File: src/hdl/stma_pkg.sv
// Shared types, codes and helpers for the slot table allocator.
package stma_pkg;

   localparam int unsigned ADDR_W = 32;
   localparam int unsigned LEN_W  = 17;

   localparam logic [LEN_W-1:0]  LEN_MAX    = 17'h1FFFF;
   localparam logic [LEN_W-1:0]  ALIGN_MASK = ~17'd3;
   localparam logic [ADDR_W-1:0] RST_POOL_BASE   = 32'hFFB00000;
   localparam logic [LEN_W-1:0]  RST_POOL_LENGTH = 17'd4096;

   localparam logic [1:0] REQ_ALLOC     = 2'd0;
   localparam logic [1:0] REQ_ALLOC_MAX = 2'd1;
   localparam logic [1:0] REQ_FREE      = 2'd2;

   typedef enum logic [1:0] {
      MARK_EMPTY = 2'd0,
      MARK_FREE  = 2'd1,
      MARK_ALLOC = 2'd2
   } mark_type;

   typedef struct packed {
      logic [ADDR_W-1:0] base;
      logic [LEN_W-1:0]  len;
      mark_type          mark;
   } slot_type;

   typedef enum logic [2:0] {
      ST_IDLE,
      ST_FIND,
      ST_NEXT,
      ST_PREV,
      ST_WRITE,
      ST_DONE
   } state_type;

   function automatic logic [LEN_W-1:0] sat_add(input logic [LEN_W-1:0] a,
                                                  input logic [LEN_W-1:0] b);
      logic [LEN_W:0] s;
      s = {1'b0, a} + {1'b0, b};
      return s[LEN_W] ? LEN_MAX : s[LEN_W-1:0];
   endfunction

endpackage

File: src/hdl/slot_table_memory_allocator.sv
// Top level of the slot table allocator: register port, slot ring and sequencer.
//
// Request beats (req_valid/req_stall) carry an allocate, allocate-largest or
// free; each gives exactly one result beat (rsp_valid/rsp_stall) with the
// granted address, size and a fail status.
// The slot table is a ring of SLOTS cells that rotates one place a cycle
// while the sequencer scans; the sequencer sees each slot at the ring head.
// Every scan of the table is one full turn; a request makes these scans:
//   allocate / allocate-largest : find, rewrite
//   free                        : find, merge after, merge before, rewrite
//   zero-size alloc or bad type : no scan
// One request is in work at a time; the next may enter while the previous
// result waits in the output register, and the sequencer holds its own
// result while that register is still stalled. Reset, and any register
// write, rebuild the table at once: slot 0 free over the pool, all others
// empty. The user must write registers only when idle; it is not enforced.
module slot_table_memory_allocator #(
   parameter int SLOTS = 16
) (
   input  logic        clock,
   input  logic        reset,
   input  logic        req_valid,
   output logic        req_stall,
   input  logic [1:0]  req_type,
   input  logic [15:0] req_size,
   input  logic [31:0] req_free_address,
   output logic        rsp_valid,
   input  logic        rsp_stall,
   output logic [31:0] rsp_result_address,
   output logic [16:0] rsp_granted_size,
   output logic        rsp_status,
   input  logic        psel,
   input  logic        penable,
   input  logic        pwrite,
   input  logic [2:0]  paddr,
   input  logic [31:0] pwdata,
   output logic [31:0] prdata,
   output logic        pready
);

   logic [31:0] pool_base_ff, pool_base_in;
   logic [16:0] pool_len_ff, pool_len_in;
   logic        cfg_write;
   logic        init_load;
   logic        shift;
   stma_pkg::slot_type head, head_wr;
   stma_pkg::slot_type init0;
   stma_pkg::slot_type ring [SLOTS];

   assign pready    = 1'b1;
   assign cfg_write = psel && penable && pwrite;

   always_comb begin
      pool_base_in = pool_base_ff;
      pool_len_in  = pool_len_ff;
      if (reset) begin
         pool_base_in = stma_pkg::RST_POOL_BASE;
         pool_len_in  = stma_pkg::RST_POOL_LENGTH;
      end else if (cfg_write) begin
         if (paddr[2]) begin
            pool_len_in = pwdata[16:0];
         end else begin
            pool_base_in = pwdata;
         end
      end
   end

   always_ff @(posedge clock) begin
      pool_base_ff <= pool_base_in;
      pool_len_ff  <= pool_len_in;
   end

   assign prdata = paddr[2] ? {15'd0, pool_len_ff} : pool_base_ff;

   // rebuild the table from the values about to be stored
   assign init_load = reset || cfg_write;
   always_comb begin
      init0.base = pool_base_in;
      init0.len  = pool_len_in;
      init0.mark = stma_pkg::MARK_FREE;
   end

   for (genvar i = 0; i < SLOTS; i++) begin : g_ring
      stma_pkg::slot_type init_v;
      stma_pkg::slot_type from_next;
      if (i == 0) begin : g_first
         assign init_v = init0;
      end else begin : g_rest
         assign init_v = '{base: '0, len: '0, mark: stma_pkg::MARK_EMPTY};
      end
      if (i == SLOTS - 1) begin : g_tail
         assign from_next = head_wr;
      end else begin : g_mid
         assign from_next = ring[i+1];
      end
      stma_cell u_cell (
         .clock      (clock),
         .init_load  (init_load),
         .init_value (init_v),
         .shift      (shift),
         .shift_in   (from_next),
         .slot_q     (ring[i])
      );
   end

   assign head = ring[0];

   stma_ctrl #(
      .SLOTS (SLOTS)
   ) u_ctrl (
      .clock              (clock),
      .reset              (reset),
      .req_valid          (req_valid),
      .req_stall          (req_stall),
      .req_type           (req_type),
      .req_size           (req_size),
      .req_free_address   (req_free_address),
      .rsp_valid          (rsp_valid),
      .rsp_stall          (rsp_stall),
      .rsp_result_address (rsp_result_address),
      .rsp_granted_size   (rsp_granted_size),
      .rsp_status         (rsp_status),
      .head               (head),
      .head_wr            (head_wr),
      .shift              (shift)
   );

endmodule

File: src/hdl/stma_cell.sv
// One slot of the rotating slot ring.
module stma_cell (
   input  logic              clock,
   input  logic              init_load,
   input  stma_pkg::slot_type init_value,
   input  logic              shift,
   input  stma_pkg::slot_type shift_in,
   output stma_pkg::slot_type slot_q
);

   stma_pkg::slot_type slot_ff;
   stma_pkg::slot_type slot_in;

   always_comb begin
      slot_in = slot_ff;
      if (init_load) begin
         slot_in = init_value;
      end else if (shift) begin
         slot_in = shift_in;
      end
   end

   always_ff @(posedge clock) begin
      slot_ff <= slot_in;
   end

   assign slot_q = slot_ff;

endmodule

File: src/hdl/stma_ctrl.sv
// Request sequencer: scans the slot ring head, rewrites slots and returns results.
module stma_ctrl #(
   parameter int SLOTS = 16
) (
   input  logic               clock,
   input  logic               reset,
   input  logic               req_valid,
   output logic               req_stall,
   input  logic [1:0]         req_type,
   input  logic [15:0]        req_size,
   input  logic [31:0]        req_free_address,
   output logic               rsp_valid,
   input  logic               rsp_stall,
   output logic [31:0]        rsp_result_address,
   output logic [16:0]        rsp_granted_size,
   output logic               rsp_status,
   input  stma_pkg::slot_type head,
   output stma_pkg::slot_type head_wr,
   output logic               shift
);

   localparam int IDX_W = $clog2(SLOTS);
   localparam logic [IDX_W-1:0] LAST = IDX_W'(SLOTS - 1);

   stma_pkg::state_type state_ff, state_in;
   logic [IDX_W-1:0] idx_ff, idx_in;
   logic [1:0]  type_ff, type_in;
   logic [16:0] need_ff, need_in;
   logic [31:0] faddr_ff, faddr_in;
   logic        hit_ff, hit_in;
   logic        ok_ff, ok_in;
   logic [IDX_W-1:0] hit_idx_ff, hit_idx_in;
   logic [31:0] hit_base_ff, hit_base_in;
   logic [16:0] hit_len_ff, hit_len_in;
   logic        emp_ff, emp_in;
   logic [IDX_W-1:0] emp_idx_ff, emp_idx_in;
   logic        nxt_ff, nxt_in;
   logic [IDX_W-1:0] nxt_idx_ff, nxt_idx_in;
   logic [16:0] nxt_len_ff, nxt_len_in;
   logic [16:0] new_len_ff, new_len_in;
   logic        prv_ff, prv_in;
   logic [IDX_W-1:0] prv_idx_ff, prv_idx_in;
   logic        fail_ff, fail_in;
   logic        rsp_valid_ff, rsp_valid_in;
   logic [31:0] rsp_addr_ff, rsp_addr_in;
   logic [16:0] rsp_size_ff, rsp_size_in;
   logic        rsp_status_ff, rsp_status_in;

   logic        accept;
   logic        last;
   logic [IDX_W-1:0] idx_next;
   logic        split;
   logic        out_free;
   logic [16:0] need_req;
   logic [31:0] hit_end;
   logic [16:0] len_eff;
   stma_pkg::mark_type mark_eff;
   logic [31:0] end_eff;

   assign accept   = req_valid && (state_ff == stma_pkg::ST_IDLE);
   assign last     = (idx_ff == LAST);
   // wrap at the last slot so every turn starts again at slot 0
   assign idx_next = last ? '0 : idx_ff + 1'b1;
   assign need_req = ({1'b0, req_size} + 17'd3) & stma_pkg::ALIGN_MASK;
   assign hit_end  = hit_base_ff + {15'd0, hit_len_ff};
   assign split    = emp_ff && (hit_len_ff > need_ff);
   assign out_free = !rsp_valid_ff || !rsp_stall;

   // effective view of a slot after the forward merge
   always_comb begin
      mark_eff = head.mark;
      len_eff  = head.len;
      if (nxt_ff && idx_ff == nxt_idx_ff && nxt_idx_ff != hit_idx_ff) begin
         mark_eff = stma_pkg::MARK_EMPTY;
      end else if (idx_ff == hit_idx_ff) begin
         mark_eff = stma_pkg::MARK_FREE;
         len_eff  = new_len_ff;
      end
      end_eff = head.base + {15'd0, len_eff};
   end

   // next state
   always_comb begin
      state_in = state_ff;
      unique case (state_ff)
         stma_pkg::ST_IDLE: begin
            if (accept) begin
               if ((req_type == stma_pkg::REQ_ALLOC && req_size == 16'd0) ||
                   (req_type != stma_pkg::REQ_ALLOC && req_type != stma_pkg::REQ_ALLOC_MAX &&
                    req_type != stma_pkg::REQ_FREE)) begin
                  state_in = stma_pkg::ST_DONE;
               end else begin
                  state_in = stma_pkg::ST_FIND;
               end
            end
         end
         stma_pkg::ST_FIND: begin
            if (last) begin
               if (!hit_in || !ok_in) begin
                  state_in = stma_pkg::ST_DONE;
               end else if (type_ff == stma_pkg::REQ_FREE) begin
                  state_in = stma_pkg::ST_NEXT;
               end else begin
                  state_in = stma_pkg::ST_WRITE;
               end
            end
         end
         stma_pkg::ST_NEXT: if (last) state_in = stma_pkg::ST_PREV;
         stma_pkg::ST_PREV: if (last) state_in = stma_pkg::ST_WRITE;
         stma_pkg::ST_WRITE: if (last) state_in = stma_pkg::ST_DONE;
         stma_pkg::ST_DONE: if (out_free) state_in = stma_pkg::ST_IDLE;
         default: state_in = stma_pkg::ST_IDLE;
      endcase
   end

   // datapath and outputs
   always_comb begin
      idx_in      = idx_ff;
      type_in     = type_ff;
      need_in     = need_ff;
      faddr_in    = faddr_ff;
      hit_in      = hit_ff;
      ok_in       = ok_ff;
      hit_idx_in  = hit_idx_ff;
      hit_base_in = hit_base_ff;
      hit_len_in  = hit_len_ff;
      emp_in      = emp_ff;
      emp_idx_in  = emp_idx_ff;
      nxt_in      = nxt_ff;
      nxt_idx_in  = nxt_idx_ff;
      nxt_len_in  = nxt_len_ff;
      new_len_in  = new_len_ff;
      prv_in      = prv_ff;
      prv_idx_in  = prv_idx_ff;
      fail_in     = fail_ff;
      rsp_addr_in   = rsp_addr_ff;
      rsp_size_in   = rsp_size_ff;
      rsp_status_in = rsp_status_ff;
      rsp_valid_in  = rsp_valid_ff && rsp_stall;
      head_wr     = head;
      shift       = 1'b0;

      unique case (state_ff)
         stma_pkg::ST_IDLE: begin
            if (accept) begin
               idx_in   = '0;
               type_in  = req_type;
               need_in  = need_req;
               faddr_in = req_free_address;
               hit_in   = 1'b0;
               ok_in    = 1'b1;
               emp_in   = 1'b0;
               nxt_in   = 1'b0;
               prv_in   = 1'b0;
               hit_len_in = '0;
               fail_in  = 1'b1;
            end
         end
         stma_pkg::ST_FIND: begin
            shift  = 1'b1;
            idx_in = idx_next;
            priority case (type_ff)
               stma_pkg::REQ_ALLOC: begin
                  if (!hit_ff && head.mark == stma_pkg::MARK_FREE && head.len >= need_ff) begin
                     hit_in = 1'b1;
                     hit_idx_in = idx_ff;
                     hit_base_in = head.base;
                     hit_len_in = head.len;
                  end
                  if (!emp_ff && head.mark == stma_pkg::MARK_EMPTY) begin
                     emp_in = 1'b1;
                     emp_idx_in = idx_ff;
                  end
               end
               stma_pkg::REQ_ALLOC_MAX: begin
                  if (head.mark == stma_pkg::MARK_FREE && head.len > hit_len_ff) begin
                     hit_in = 1'b1;
                     hit_idx_in = idx_ff;
                     hit_base_in = head.base;
                     hit_len_in = head.len;
                  end
               end
               default: begin
                  if (!hit_ff && head.base == faddr_ff) begin
                     hit_in = 1'b1;
                     ok_in = (head.mark == stma_pkg::MARK_ALLOC);
                     hit_idx_in = idx_ff;
                     hit_base_in = head.base;
                     hit_len_in = head.len;
                  end
               end
            endcase
         end
         stma_pkg::ST_NEXT: begin
            shift  = 1'b1;
            idx_in = idx_next;
            if (!nxt_ff && head.base == hit_end &&
                (idx_ff == hit_idx_ff || head.mark == stma_pkg::MARK_FREE)) begin
               nxt_in = 1'b1;
               nxt_idx_in = idx_ff;
               nxt_len_in = head.len;
            end
            if (last) begin
               new_len_in = nxt_in ? stma_pkg::sat_add(hit_len_ff, nxt_len_in) : hit_len_ff;
            end
         end
         stma_pkg::ST_PREV: begin
            shift  = 1'b1;
            idx_in = idx_next;
            if (!prv_ff && end_eff == hit_base_ff && mark_eff == stma_pkg::MARK_FREE) begin
               prv_in = 1'b1;
               prv_idx_in = idx_ff;
            end
         end
         stma_pkg::ST_WRITE: begin
            shift  = 1'b1;
            idx_in = idx_next;
            priority case (type_ff)
               stma_pkg::REQ_ALLOC: begin
                  if (idx_ff == hit_idx_ff) begin
                     head_wr.mark = stma_pkg::MARK_ALLOC;
                     if (split) head_wr.len = need_ff;
                  end else if (split && idx_ff == emp_idx_ff) begin
                     head_wr.mark = stma_pkg::MARK_FREE;
                     head_wr.base = hit_base_ff + {15'd0, need_ff};
                     head_wr.len  = hit_len_ff - need_ff;
                  end
               end
               stma_pkg::REQ_ALLOC_MAX: begin
                  if (idx_ff == hit_idx_ff) head_wr.mark = stma_pkg::MARK_ALLOC;
               end
               default: begin
                  if (idx_ff == hit_idx_ff) begin
                     head_wr.mark = prv_ff ? stma_pkg::MARK_EMPTY : stma_pkg::MARK_FREE;
                     head_wr.len  = (prv_ff && prv_idx_ff == hit_idx_ff) ?
                                    stma_pkg::sat_add(new_len_ff, new_len_ff) : new_len_ff;
                  end else if (nxt_ff && idx_ff == nxt_idx_ff) begin
                     head_wr.mark = stma_pkg::MARK_EMPTY;
                  end else if (prv_ff && idx_ff == prv_idx_ff) begin
                     head_wr.len = stma_pkg::sat_add(head.len, new_len_ff);
                  end
               end
            endcase
            if (last) fail_in = 1'b0;
         end
         stma_pkg::ST_DONE: begin
            if (out_free) begin
               rsp_valid_in  = 1'b1;
               rsp_status_in = fail_ff;
               if (fail_ff || type_ff == stma_pkg::REQ_FREE) begin
                  rsp_addr_in = '0;
                  rsp_size_in = '0;
               end else begin
                  rsp_addr_in = hit_base_ff;
                  rsp_size_in = (type_ff == stma_pkg::REQ_ALLOC) ? need_ff : hit_len_ff;
               end
            end
         end
         default: ;
      endcase
   end

   always_ff @(posedge clock) begin
      if (reset) begin
         state_ff     <= stma_pkg::ST_IDLE;
         rsp_valid_ff <= 1'b0;
      end else begin
         state_ff     <= state_in;
         rsp_valid_ff <= rsp_valid_in;
      end
   end

   always_ff @(posedge clock) begin
      idx_ff      <= idx_in;
      type_ff     <= type_in;
      need_ff     <= need_in;
      faddr_ff    <= faddr_in;
      hit_ff      <= hit_in;
      ok_ff       <= ok_in;
      hit_idx_ff  <= hit_idx_in;
      hit_base_ff <= hit_base_in;
      hit_len_ff  <= hit_len_in;
      emp_ff      <= emp_in;
      emp_idx_ff  <= emp_idx_in;
      nxt_ff      <= nxt_in;
      nxt_idx_ff  <= nxt_idx_in;
      nxt_len_ff  <= nxt_len_in;
      new_len_ff  <= new_len_in;
      prv_ff      <= prv_in;
      prv_idx_ff  <= prv_idx_in;
      fail_ff     <= fail_in;
      rsp_addr_ff   <= rsp_addr_in;
      rsp_size_ff   <= rsp_size_in;
      rsp_status_ff <= rsp_status_in;
   end

   assign req_stall          = (state_ff != stma_pkg::ST_IDLE);
   assign rsp_valid          = rsp_valid_ff;
   assign rsp_result_address = rsp_addr_ff;
   assign rsp_granted_size   = rsp_size_ff;
   assign rsp_status         = rsp_status_ff;

endmodule
File: config.mk
export PLATFORM = sky130hd
export DESIGN_NAME = slot_table_memory_allocator
export DESIGN_NICKNAME = d
export VERILOG_FILES = /design/src/hdl/stma_pkg.sv /design/src/hdl/slot_table_memory_allocator.sv /design/src/hdl/stma_cell.sv /design/src/hdl/stma_ctrl.sv
export SDC_FILE = /design/constraint.sdc
export NUM_CORES = 2
export LEC_CHECK = 0
export ABC_AREA = 1
export BUFFER_PORTS_ARGS = -buffer_cell sky130_fd_sc_hd__buf_2
export CAP_MARGIN = 10
export CORE_MARGIN = 5
export CORE_UTILIZATION = 50
export DETAILED_ROUTE_END_ITERATION = 12
export HOLD_SLACK_MARGIN = 0.05
export PLACE_DENSITY_LB_ADDON = 0.15
export SLEW_MARGIN = 20
export SYNTH_ARGS = -nofsm -noshare
export SYNTH_HDL_FRONTEND = slang
export SYNTH_SLANG_ARGS = --single-unit
File: constraint.sdc
create_clock -name clock -period 10.7 [get_ports clock]
set_input_delay 1.07 -clock clock [delete_from_list [all_inputs] [get_ports clock]]
set_output_delay 1.07 -clock clock [all_outputs]
set_load 0.02 [all_outputs]
# [Yosys cells after proc, flatten, opt, wreduce, memory -nomap -nowiden]
# Index checks and enable logic that the tools add are counted.
[word_totals] out_inout_bits=85 inputBits=92 wordCells=276 regBits=1077
[op_classes] order_cmp=3 mux=87 eq_ne=36 add_sub_neg=9 n_reduce_logical=67
[op_table] op="$mux W17" count=20
[op_table] op="$mux W32" count=9
[op_table] op="$mux W51" count=4
[op_table] op="$pmux W17 S2" count=3
[op_table] op="$add A32 B17 Y32" count=3
[op_table] op="$eq A32 B32 Y1" count=3
[op_table] op="$pmux W32 S2" count=1
[op_table] op="$add A17 B17 Y18" count=3
[op_table] op="$mux W19" count=2
[op_table] op="$gt A17 B17 Y1" count=2
[op_table] op="$mux W3" count=9
[op_table] op="$ne A2 B1 Y1 const B" count=12
[op_table] op="$logic_and A1 B1 Y1" count=22
[op_table] op="$eq A4 B4 Y1" count=5
[op_table] op="$mux W4" count=5
[op_table] op="$mux W1" count=19
[op_table] op="$pmux W3 S6" count=1
[op_table] op="$add A16 B2 Y17 const B" count=1
[op_table] op="$ge A17 B17 Y1" count=1
[op_table] op="$sub A17 B17 Y17" count=1
[op_table] op="$logic_not A16 Y1" count=1
[op_table] op="$pmux W4 S2" count=2
[op_table] op="$pmux W1 S2" count=7
[op_table] op="$reduce_and A2 Y1" count=7
[op_table] op="25 further kinds" count=59

# [Logic depth before layout (Yosys ltp)]
[logic_depth] ltp_word=11 ltp_mapped=40 depth_no_buf=40

# [Modules after synthesis]
# Synthesis repeated with hierarchy kept, for this count alone.
[hier_totals] hier_cells=6596 area_unflattened_um2=58423.5
[by_module_without_submodules] mod="stma_cell" area_each_um2=2299.7 n_inst=16 seq_area_each_um2=1531.5 cells_each=217
[by_module_without_submodules] mod="stma_ctrl" area_each_um2=19110.8 n_inst=1 seq_area_each_um2=6306.0 cells_each=2699
[by_module_without_submodules] mod="slot_table_memory_allocator" area_each_um2=2517.4 n_inst=1 seq_area_each_um2=980.9 cells_each=425

# [Least setup slack after synthesis]
# OpenSTA, ideal clock, no wires.
[synth_timing] kind="flip-flop to flip-flop" startpoint="reg u_ctrl.hit_len_ff[0]" endpoint="reg u_ctrl.new_len_ff[14] (data pin)" t_required_ps=10447 slack_ps=5731 path_stages_with_launch=37 arrival_time_ps=4716 cell_sequence="edfxtp_1 > ha_1 > inv_1 > fa_1 > inv_1 > nand3_1 > nand2_2 > nand3_1 > nand2_1 > nand3_1 > nand3_1 > nand2_1 > xor2_1 > nand2_1 > nor2_1 > nand3_1 > nor2_1 > nand4_2 > nand2_1 > nand2_1 > inv_1 > ha_1 > inv_1 > fa_1 > o21ai_0 > a21boi_0 > o21ai_0 > nand2_1 > nand2_1 > a21oi_1 > o21ai_0 > nand3_1 > nand2_1 > xnor2_1 > nand2_1 > nand2_1 > nand2_1"
[synth_between] elab_chain_cells=9
[synth_rtl] item="start: declaration" line="stma_ctrl.sv:34" rtl="logic [16:0] hit_len_ff, hit_len_in;"
[synth_rtl] item="start signal: assignment" line="stma_ctrl.sv:282" rtl="hit_len_ff <= hit_len_in;"
[synth_rtl] item="$add A32 B17 Y32" line="stma_ctrl.sv:65" rtl="assign hit_end = hit_base_ff + {15'd0, hit_len_ff};"
[synth_rtl] item="$eq A32 B32 Y1" line="stma_ctrl.sv:197" rtl="if (!nxt_ff && head.base == hit_end &&"
[synth_rtl] item="$logic_and A1 B1 Y1 (2 in series)" line="stma_ctrl.sv:197"
[synth_rtl] item="$mux W17" line="stma_ctrl.sv:197"
[synth_rtl] item="$mux W17" line="stma_ctrl.sv:143" rtl="unique case (state_ff)"
[synth_rtl] item="$add A17 B17 Y18" line="stma_pkg.sv:40" rtl="s = {1'b0, a} + {1'b0, b};"
[synth_rtl] item="$mux W17" line="stma_pkg.sv:41" rtl="return s[LEN_W] ? LEN_MAX : s[LEN_W-1:0];"
[synth_rtl] item="$mux W17 *" line="stma_ctrl.sv:204" rtl="new_len_in = nxt_in ? stma_pkg::sat_add(hit_len_ff, nxt_len_in) : hit_len_ff;"
[synth_rtl] item="end signal: assignment" line="stma_ctrl.sv:288" rtl="new_len_ff <= new_len_in;"
[synth_rtl] item="end: declaration" line="stma_ctrl.sv:40" rtl="logic [16:0] new_len_ff, new_len_in;"
# Every way passes the cells marked *; elsewhere a longest branch is shown, timed or not. The select of a mux whose other input is x is not followed.
# A chain may end at the register's enable or synchronous reset.

# [Final worst setup path]
[layout_timing] startpoint="reg u_ctrl.hit_len_ff[1]" endpoint="reg u_ctrl.new_len_ff[14] (data pin)"
# Same word-level chain as after synthesis.

==> impl_metrics.ini <==
[status]
outcome = complete, no violations

[yosys]
synth_nets = 5862
yosys_warnings = 0
synth_seq_cells = 1077
syn-cell-area_um2 = 46900
seq_area_frac_synth_pct = 51.4
avgSynthCellArea_um2 = 8.33
synth-edff-count = 255
ys.flop_type = dfxtp_1
synth-async-reset-ratio_pct = 0
synthesis.instances = 5633
synth_cell_types = 60

[setup_path]
arrival_ns = 7.68
timing.rr.start = u_ctrl.hit_len_ff[1]
rrSetupSlack_ns = 3.45
critical_path.most_common_cell = nand2_1
critical_path_required_ns = 11.13
cp-start-kind = flip-flop
endpoint_kind = flip-flop
worst-r2r-cell-count = 35
critical-path-max-stage-delay_ns = 0.84
crit_fanout = 34
r2r-end = u_ctrl.new_len_ff[14]
path_class = flip-flop to flip-flop
cp_slowest_cell = nand4_2

[finish]
nNetsFinal = 5921
final_cell_mix = inv_1, dfxtp_1, nand2_1
num-fill-cells = 8602
layout-drive-gt1-share_pct = 7.90
multi_input_area_um2 = 17600
final_common_cell = inv_1
syn_to_final_growth_pct = 11.8
seqCellArea_um2 = 24100

[drt]
drt-total-wl_mm = 132
via_per_inst = 5.36
vias = 37700
route.met2.wl_mm = 54.1
drtPass1Iterations = 8
wl_met1_mm = 63.7
wl_met3_mm = 9.84
antenna_left = 0
drt_iter0_drc = 3405
maxUsedRoutingLayer = met5
wl_per_cell_um = 18.8
drc = 0

[timing]
hold_violations = 0
tightestPinTransition_ns = 1.09
fmax_mhz = 138
layout_setup_ws_ns = 3.45
slew-limit-headroom_pct = 26.7
min_period_ns = 7.25
finalCritPeriodShare_pct = 67.7
holdWs_ns = 0.448
setup_viol = 0
clock_skew_ns = 0.0158
rsz0062_at_grt = false
maxSlewViolCount = 0
finalSetupTns_ns = 0

[hold_path]
hold_path_depth = 2
holdCritStartpoint = g_ring[15].u_cell.slot_q[19]
hold_path_end = g_ring[14].u_cell.slot_q[19]
holdCritPathClass = flip-flop to flip-flop

[die]
coreArea_um2 = 93200
rows = 112
fp.dieW_um = 316
ioPinCount = 177
dieArea_um2 = 100000
die_y_um = 316
initial_core_util_pct = 50.4

[clocking]
postCtsResizedCells = 0
numCtsBuffers = 107
cts.sinks = 1077
clock_path_buffers = 3
cts_root_buffer = clkbuf_16
cts_tree = done
holdBufCountCts = 0
clk_pin_slew_ns = 0.06
clk_latency_ns = 0.69
cts_setup_buffers = 0
cts_max_level = 3

[global_routing]
grt_max_degree = 232
overflow = 0
grt_pass1_vias = 34700
grtUsageTotal_pct = 25.6
grt_pass1_wl_mm = 201
antenna_found_initial = 8

[place]
hpwl_mm = 95.3
preCtsSetupSlack_ns = 3.46
io_buffers = 173
gp_congestion = 0.962

[pwr]
powerDensity_nw_per_um2 = 245
leakage_nw = 20.2
ir_drop_mv = 0.177

[flow_run]
cap_violations = 0
## worst max path at each step
| stage | startpoint | end | slack (ns) | depth (start not counted) |
|---|---|---|---|---|
| 6_report | u_ctrl.hit_len_ff[1] | u_ctrl.new_len_ff[14] | 3.45 | 35 |
| 5_1_grt | u_ctrl.hit_base_ff[0] | u_ctrl.new_len_ff[14] | 2.78 | 36 |
| 4_1_cts | u_ctrl.hit_len_ff[1] | u_ctrl.new_len_ff[14] | 3.42 | 35 |
| 3_5_place_dp | u_ctrl.hit_len_ff[1] | u_ctrl.new_len_ff[14] | 3.46 | 35 |
| 3_3_place_gp | u_ctrl.hit_len_ff[1] | u_ctrl.new_len_ff[13] | 3.36 | 34 |
| 2_1_floorplan | u_ctrl.hit_len_ff[0] | u_ctrl.new_len_ff[14] | 5.73 | 36 |
## sequential cells by signal, summed over array words and instances, names as in the netlist, 4 cells and up
register / count
g_ring.u_cell.slot_q: 816
pool_base_ff: 32
u_ctrl.faddr_ff: 32
u_ctrl.hit_base_ff: 32
u_ctrl.rsp_result_address: 32
pool_len_ff: 17
u_ctrl.hit_len_ff: 17
u_ctrl.new_len_ff: 17
u_ctrl.nxt_len_ff: 17
u_ctrl.rsp_granted_size: 17
u_ctrl.need_ff: 15
u_ctrl.emp_idx_ff: 4
u_ctrl.hit_idx_ff: 4
u_ctrl.idx_ff: 4
u_ctrl.nxt_idx_ff: 4
u_ctrl.prv_idx_ff: 4
## layout make-up
cell class | instances | area share [%]
diodes | 3 | 0.0143
clock buffers | 157 | 6.18
clock inverters | 42 | 0.956
inverters | 1135 | 8.15
multi-input cells | 3157 | 33.4
flip-flops and latches | 1077 | 45.9
well taps | 1254 | 2.99
repair buffers | 214 | 2.33
## cells in the mapped netlist, types with 4 or more instances
master / n / area (um^2)
inv_1: 1120 / 4200
dfxtp_1: 822 / 16500
nand2_1: 804 / 3020
o22ai_1: 680 / 4250
o21ai_0: 347 / 1740
nor2_1: 327 / 1230
edfxtp_1: 255 / 7660
a21oi_1: 224 / 1120
clkbuf_1: 210 / 788
nand3_1: 183 / 916
ha_1: 131 / 1640
xor2_1: 107 / 937
nand4_1: 54 / 338
xnor2_1: 52 / 455
nor3_1: 45 / 225
buf_2: 33 / 165
o211ai_1: 30 / 225
a211oi_1: 24 / 180
a31oi_1: 24 / 150
or2_2: 15 / 93.8
buf_1: 14 / 52.6
clkinv_1: 10 / 37.5
nor4_1: 9 / 56.3
o2111ai_1: 9 / 78.8
a21o_1: 6 / 45.0
fa_1: 6 / 120
nand2_2: 6 / 37.5
nor2_2: 6 / 37.5
nor3_2: 6 / 60.1
o21ai_1: 6 / 30.0
and3_1: 5 / 31.3
a21oi_2: 4 / 35.0
buf_6: 4 / 45.0
inv_2: 4 / 15.0
nand3_2: 4 / 40.0
o21bai_1: 4 / 30.0
## report_power, final
part	switching [mW]	total (mW)	internal, mW	leakage (nW)
clock	1.60	3.90	2.30	1.84
sequential	0.418	4.99	4.57	9.02
combinational	2.80	3.96	1.16	9.31
total	4.82	12.8	8.03	20.2
## metrics by stage
step           cells  utilization [%]  instance area, um^2  power (mW)
2_1_floorplan   5633                -                46900        7.72
3_3_place_gp    6837             52.3                48700        8.93
3_5_place_dp    6837             52.3                48700        8.94
4_1_cts         7036             56.3                52500        12.9
5_1_grt         7038             56.3                52500        13.5
6_report        7039             56.3                52500        12.8
## worst max-delay path: cells and delay by family, from the launching register on
| kind | cells | cell delay (ns) |
|---|---|---|
| adder cells (fa/ha/maj) | 3 | 1.04 |
| AND/OR/NAND/NOR | 21 | 3.26 |
| AO/OA/AOI/OAI | 5 | 1.36 |
| buffers and inverters | 4 | 0.51 |
| XOR/XNOR | 2 | 0.30 |
| flip-flops | 1 | 0.48 |
## logic make-up (layout without fill, tap and decap cells)
family / after synthesis / after routing / synth area share, %
DFF: 1077 / 1077 / 51.4
and+or+nand+nor: 1483 / 1483 / 13.3
buffers and inverters: 1399 / 1548 / 11.4
AOI/OAI and AO/OA: 1375 / 1375 / 17.1
other: 1 / 4 / 0.00799
adders and majority gates: 137 / 137 / 3.75
xor gates and xnor gates: 161 / 161 / 3.06
## per-layer routing
metal	up-vias	track usage, %
met5	-	0
met4	6	8.67
met3	208	4.73
met2	1128	37.0
met1	17600	38.7
li1	18800	-
(Power assumes the default switching activity.)
